**config.mk**
```make
export PLATFORM = sky130hd
export DESIGN_NAME = sl1_div
export DESIGN_NICKNAME = d
export VERILOG_FILES = /design/src/rtl/core/sl1_pkg.sv /design/src/rtl/core/sl1_div.sv
export SDC_FILE = /design/constraint.sdc
export NUM_CORES = 2
export LEC_CHECK = 0
export BUFFER_PORTS_ARGS = -buffer_cell sky130_fd_sc_hd__buf_2
export CORE_MARGIN = 10
export CORE_UTILIZATION = 45
export CTS_CLUSTER_SIZE = 30
export DETAILED_ROUTE_END_ITERATION = 12
export PLACE_DENSITY = 0.64
export SETUP_SLACK_MARGIN = 0.15
export SYNTH_ARGS = -nofsm -noshare
export SYNTH_HDL_FRONTEND = slang
export SYNTH_SLANG_ARGS = --single-unit
export TNS_END_PERCENT = 20
```
**constraint.sdc**
```tcl
create_clock -name clk -period 4.1 [get_ports clk]
set_input_delay 0.82 -clock clk [delete_from_list [all_inputs] [get_ports clk]]
set_output_delay 0.82 -clock clk [all_outputs]
set_load 0.1 [all_outputs]
```
**src/rtl/core/sl1_pkg.sv**
```systemverilog
`default_nettype none

package sl1_pkg;

    localparam int IN_W     = 16;
    localparam int OUT_W    = 32;
    localparam int CFG_IDX_W = 2;
    localparam int CFG_DATA_W = 16;

    localparam logic [CFG_IDX_W-1:0] CFG_BETA  = 2'd0;
    localparam logic [CFG_IDX_W-1:0] CFG_SCALE = 2'd1;

    localparam logic [CFG_DATA_W-1:0] BETA_RESET  = 16'd4096;
    localparam logic [CFG_DATA_W-1:0] SCALE_RESET = 16'd4096;

    function automatic logic [OUT_W-1:0] sat32(input logic signed [63:0] v);
        logic [OUT_W-1:0] r;
        if (v > 64'sd2147483647)
        begin
            r = 32'h7fff_ffff;
        end
        else if (v < -64'sd2147483648)
        begin
            r = 32'h8000_0000;
        end
        else
        begin
            r = v[OUT_W-1:0];
        end
        return r;
    endfunction

endpackage

`default_nettype wire

```
**src/rtl/core/sl1_div.sv**
```systemverilog
`default_nettype none

module sl1_div #(
    parameter int FRAC_BITS = 12,
    parameter int SIDE_W    = 8
) (
    input  wire logic                           clk,
    input  wire logic                           rst_n,
    input  wire logic                           in_valid,
    input  wire logic [31:0]                    num_l,
    input  wire logic [sl1_pkg::IN_W+FRAC_BITS-1:0] num_g,
    input  wire logic [sl1_pkg::IN_W-1:0]       beta,
    input  wire logic [SIDE_W-1:0]              side_in,
    output logic                                out_valid,
    output logic [((FRAC_BITS+1 > 16) ? FRAC_BITS+1 : 16)-1:0] ql,
    output logic [((FRAC_BITS+1 > 16) ? FRAC_BITS+1 : 16)-1:0] qg,
    output logic [SIDE_W-1:0]                   side_out
);

    localparam int QB = (FRAC_BITS + 1 > 16) ? FRAC_BITS + 1 : 16;
    localparam int RW = QB + 18;
    localparam int GW = sl1_pkg::IN_W + FRAC_BITS;

    logic              v_reg  [QB];
    logic [RW-1:0]     rl_reg [QB];
    logic [RW-1:0]     rg_reg [QB];
    logic [QB-1:0]     ql_reg [QB];
    logic [QB-1:0]     qg_reg [QB];
    logic [SIDE_W-1:0] s_reg  [QB];

    logic [RW-1:0] den_l;
    logic [RW-1:0] den_g;

    assign den_l = {{(RW-17){1'b0}}, beta, 1'b0};
    assign den_g = {{(RW-16){1'b0}}, beta};

    for (genvar k = 0; k < QB; k++)
    begin : g_stage
        localparam int B = QB - 1 - k;

        logic              v_in;
        logic [RW-1:0]     rl_in;
        logic [RW-1:0]     rg_in;
        logic [QB-1:0]     ql_in;
        logic [QB-1:0]     qg_in;
        logic [SIDE_W-1:0] s_in;
        logic [RW-1:0]     dl_sh;
        logic [RW-1:0]     dg_sh;
        logic [RW-1:0]     rl_next;
        logic [RW-1:0]     rg_next;
        logic [QB-1:0]     ql_next;
        logic [QB-1:0]     qg_next;

        if (k == 0)
        begin : g_first
            assign v_in  = in_valid;
            assign rl_in = {{(RW-32){1'b0}}, num_l};
            assign rg_in = {{(RW-GW){1'b0}}, num_g};
            assign ql_in = '0;
            assign qg_in = '0;
            assign s_in  = side_in;
        end
        else
        begin : g_next
            assign v_in  = v_reg[k-1];
            assign rl_in = rl_reg[k-1];
            assign rg_in = rg_reg[k-1];
            assign ql_in = ql_reg[k-1];
            assign qg_in = qg_reg[k-1];
            assign s_in  = s_reg[k-1];
        end

        assign dl_sh = den_l << B;
        assign dg_sh = den_g << B;

        always_comb
        begin
            rl_next = rl_in;
            rg_next = rg_in;
            ql_next = ql_in;
            qg_next = qg_in;
            if (rl_in >= dl_sh)
            begin
                rl_next    = rl_in - dl_sh;
                ql_next[B] = 1'b1;
            end
            if (rg_in >= dg_sh)
            begin
                rg_next    = rg_in - dg_sh;
                qg_next[B] = 1'b1;
            end
        end

        always_ff @(posedge clk or negedge rst_n)
        begin
            if (!rst_n)
            begin
                v_reg[k] <= 1'b0;
            end
            else
            begin
                v_reg[k] <= v_in;
            end
        end

        always_ff @(posedge clk)
        begin
            rl_reg[k] <= rl_next;
            rg_reg[k] <= rg_next;
            ql_reg[k] <= ql_next;
            qg_reg[k] <= qg_next;
            s_reg[k]  <= s_in;
        end
    end

    assign out_valid = v_reg[QB-1];
    assign ql        = ql_reg[QB-1];
    assign qg        = qg_reg[QB-1];
    assign side_out  = s_reg[QB-1];

endmodule

`default_nettype wire
```
# [Word-level counts from Yosys, hierarchy flattened]
# Memories as Yosys holds them, arrays and structs flattened.
# Index checks and enable logic that the tools add are counted.
[word_totals] regBits=16 latchBits=0 ram_bits=1728 romBits=0 in_bits=87 out_inout_bits=41 elab_cells=149 mem_count=5
[op_classes] add_sub_neg=32 multipliers=0 n_div=0 magnitude_cmp=32 eq_ne=0 shifts=0 n_mux=64 bitwise_logic=0 reduce_logical=0
[mem_list] memory="rg_reg" depth=16 width=34 read_ports=15 rd_ports_with_merged_regs=0 wr=16 line="sl1_div.sv:26" rtl="logic [RW-1:0] rg_reg [QB];"
[mem_list] memory="rl_reg" depth=16 width=34 read_ports=15 rd_ports_with_merged_regs=0 wr=16 line="sl1_div.sv:25" rtl="logic [RW-1:0] rl_reg [QB];"
[mem_list] memory="qg_reg" depth=16 width=16 read_ports=16 rd_ports_with_merged_regs=0 wr=16 line="sl1_div.sv:28" rtl="logic [QB-1:0] qg_reg [QB];"
[mem_list] memory="ql_reg" depth=16 width=16 read_ports=16 rd_ports_with_merged_regs=0 wr=16 line="sl1_div.sv:27" rtl="logic [QB-1:0] ql_reg [QB];"
[mem_list] memory="s_reg" depth=16 width=8 read_ports=16 rd_ports_with_merged_regs=0 wr=16 line="sl1_div.sv:29" rtl="logic [SIDE_W-1:0] s_reg [QB];"
[op_table] operator="$mux 34" count=32
[op_table] operator="$ge 34x17->1" count=2
[op_table] operator="$ge 34x18->1" count=2
[op_table] operator="$ge 34x19->1" count=2
[op_table] operator="$ge 34x20->1" count=2
[op_table] operator="$ge 34x21->1" count=2
[op_table] operator="$ge 34x22->1" count=2
[op_table] operator="$ge 34x23->1" count=2
[op_table] operator="$ge 34x24->1" count=2
[op_table] operator="$ge 34x25->1" count=2
[op_table] operator="$ge 34x26->1" count=2
[op_table] operator="$ge 34x27->1" count=2
[op_table] operator="$ge 34x28->1" count=2
[op_table] operator="$ge 34x29->1" count=2
[op_table] operator="$ge 34x30->1" count=2
[op_table] operator="$sub 34x17->34" count=2
[op_table] operator="$sub 34x18->34" count=2
[op_table] operator="$sub 34x19->34" count=2
[op_table] operator="$sub 34x20->34" count=2
[op_table] operator="$sub 34x21->34" count=2
[op_table] operator="$sub 34x22->34" count=2
[op_table] operator="$sub 34x23->34" count=2
[op_table] operator="$sub 34x24->34" count=2
[op_table] operator="$sub 34x25->34" count=2
[op_table] operator="14 further kinds" count=50

# [Depth between registers and ports, before layout]
# An unclocked memory read counts as a cell.
[depth] word_depth=3 depth_mapped=14 depth_no_buf=13

# [Least setup slack after synthesis]
# No wires, ideal clock.
[synth_timing] path_type="input port to flip-flop" start="input beta[15] (netlist bit)" end="memory rg_reg[1][114] (netlist bit)" setup_time_ns=0.121 arrival_time_ns=4.156 t_required_ns=3.979 setup_slack_ns=-0.177 path_stages=10 path_buffers=1 cell_sequence="inv_1 -> ha_1 -> or4_4 -> or4_4 -> or3_4 -> or4b_4 -> nor4_2 -> nor2_1 -> buf_6 -> mux2_4"
[synth_lines] item="from (decl)" line="sl1_div.sv:12" rtl="input wire logic [sl1_pkg::IN_W-1:0] beta,"
[synth_lines] item="to (decl)" line="sl1_div.sv:26"

==> results.cfg <==
[layout]
fillers = 12797
finalNetCount = 7743
drive_above_1_share_pct = 12.1
multi_input_area_um2 = 33900
antenna_cells = 0
fin_area_um2 = 74300
seqCellArea_um2 = 28800
layout.cells.non_filler = 9128
largest_reg_flops = 509
area_growth_pct = 16.5
finalCoreUtilization_pct = 52.6

[synthesis]
synth_seq_cells = 1433
synth_area_leaders = dfxtp_1 44%, ha_1 10%, xor2_1 4.1%, xnor2_1 4.1%, a21oi_1 3.6%
yosysMostFrequentCell = dfxtp_1
ys_seq_area_share_pct = 45.1
async_flop_share_pct = 1.12
synth_nets = 7284
post_synth.cell_area_avg_um2 = 9.58
yosys.cell_types.count = 84
synth_ff_type = dfxtp_1
synth_top_area_cell = dfxtp_1
netlist_area_um2 = 63800
synth_cells = 6658
synth-edff-count = 0
yosysTopAreaCellShare_pct = 44.5
yosys_warnings = 0
synth.cells.most_frequent = 1417 x dfxtp_1, 527 x nand2_1, 509 x ha_1

[clock_network]
cts-root-buf = clkbuf_16
postCtsSetupRepairBufs = 0
clk_pin_slew_ns = 0.06
clockBufferDepth = 3
clock_sinks = 1433
clk_latency_ns = 0.78
numCtsBuffers = 153
cts_tree = done
ctsResizeCount = 0
ctsHtreeMaxLevel = 4

[place]
dp_cells = 8851
placed_area_um2 = 69100
dpl.hpwl_um = 119000
dp_worst_setup_slack_ns = -0.163
io_buffers = 127
gp_congestion = 1.03

[timing]
hold_viol = 0
finClkSkew_ns = 0.0242
finalCritPeriodShare_pct = 87.7
clock.fmax_mhz = 278
maxSlewViolCount = 0
setup_ws_ns = 0.506
timing.hold.ws_ns = 0.152
worstMarginPinSlew_ns = 0.828
post-route-min-period_ns = 3.59
rsz0062_at_grt = false
setup-violations-final = 0
fin_setup_tns_ns = 0
relSlewSlack_pct = 44.4

[floorplan]
die_area_um2 = 157000
row_count = 138
core_area_um2 = 141000
die_x_um = 396
die_y_um = 396
ios = 128
start_util_pct = 45.2

[worst_setup_path]
worstPathRequired_ns = 4.75
crit_end = rg_reg[0][54]
reg2reg_slack_ns = 0.76
crit-reg2reg-capture = rg_reg[1][201]
reg2reg_depth = 9
worst_setup_path_start_kind = primary input
cp_max_fo = 19
worst-setup-path-type = in -> reg
r2r-start = rg_reg[1][158]
startpoint = beta[12]
critical_path_arrival_ns = 4.24
end_kind = flop

[detailed_routing]
ant_nets = 0
wl_per_cell_um = 16.8
drc_errors = 0
drtIter0Drc = 2715
wl_um = 154000
viasPerCell = 5.33
routed-via-count = 48671
drtPass1Iterations = 7

[job]
cap_violations = 0

[outcome]
status = finished clean

[power_and_ir_drop]
p_leak_nw = 31.3
power.density_nw_per_um2 = 801
ir_drop_v = 0.000530
fin_total_pwr_mw = 59.6

[hold_path]
hold_path.class = in -> reg

[global_route]
grt.overflow.total = 0
grt_antenna_before_repair = 1
grt_max_degree = 34
grt_pass1_vias = 48628
grt_usage_pct = 18.9
grt_pass1_wl_um = 246000
[cell type report]
type,instances,share of cell area (%)
clock inverters,67,1.15
repair buffers,432,4.45
well taps,1890,3.18
multi-input cells,4894,45.6
flip-flops and latches,1433,38.7
inverters,203,1.04
clock buffers,209,5.87
[how the worst min path moves through the flow]
stage	depth (start not counted)	from	slack (ns)	end
after detailed placement	0	ql_reg[1][22]	0.31	ql_reg[1][38]
after global placement	0	s_reg[1][12]	0.31	s_reg[1][20]
final	1	side_in[3]	0.15	s_reg[0][3]
after global routing	1	side_in[6]	0.10	s_reg[0][6]
after CTS	1	side_in[6]	0.08	s_reg[0][6]
after floorplan	0	qg_reg[0][90]	0.31	qg_reg[0][106]
[worst max-delay path, stage by stage]
cell     delay [ns]
buf_2          0.10
inv_2          0.29
buf_4          0.36
buf_4          0.23
ha_1           0.20
nand2_1        0.21
or4_1          0.53
nor3_1         0.38
a41oi_1        0.30
o31ai_4        0.12
buf_4          0.29
mux2_2         0.38
[power breakdown]
part	internal, mW	switching, mW	leakage [nW]	total [mW]
Combinational	11.2	12.8	16.6	24.0
Clock	8.39	5.60	2.56	14.0
Sequential	18.4	3.20	12.1	21.6
[cells by family (layout without fill, tap and decap cells)]
| kind of cell | after synthesis | after routing | share of synthesized area, % |
|---|---|---|---|
| xor+xnor | 601 | 601 | 8.25 |
| mux | 118 | 118 | 2.08 |
| flops | 1433 | 1433 | 45.1 |
| simple gates | 2066 | 2066 | 16.3 |
| fa+ha+maj | 539 | 539 | 10.9 |
| compound gates | 1570 | 1570 | 15.3 |
| buf+inv | 331 | 911 | 1.96 |
[timing repair]
item                                   CTS  global route
endpoints found under the hold margin   16             0
hold buffers                             1             0
setup endpoints to repair                0             0
[per-layer routing]
layer / routed length (um) / up-vias / track usage (%)
met5: 0 / - / 0
met1: 67200 / 22450 / 22.4
met3: 6030 / 374 / 3.17
met2: 72600 / 1007 / 32.8
li1: - / 24840 / -
met4: 7850 / 0 / 9.70
[placed cells by master (no fill, tap or decap), types with 126 or more instances in the layout]
| cell | Yosys | layout |
|---|---|---|
| inv_1 | 198 | 183 |
| a21oi_1 | 456 | 454 |
| buf_2 | 2 | 126 |
| o21ai_0 | 439 | 439 |
| ha_1 | 509 | 507 |
| nor2_1 | 485 | 484 |
| dfxtp_1 | 1417 | 1417 |
| clkbuf_16 | 0 | 155 |
| xor2_1 | 302 | 302 |
| a21o_1 | 144 | 144 |
| buf_4 | 0 | 275 |
| nand3_1 | 131 | 131 |
| nor3_1 | 181 | 179 |
| nand2_1 | 527 | 527 |
| xnor2_1 | 299 | 299 |
No activity file was read; power rests on OpenSTA's default activity.
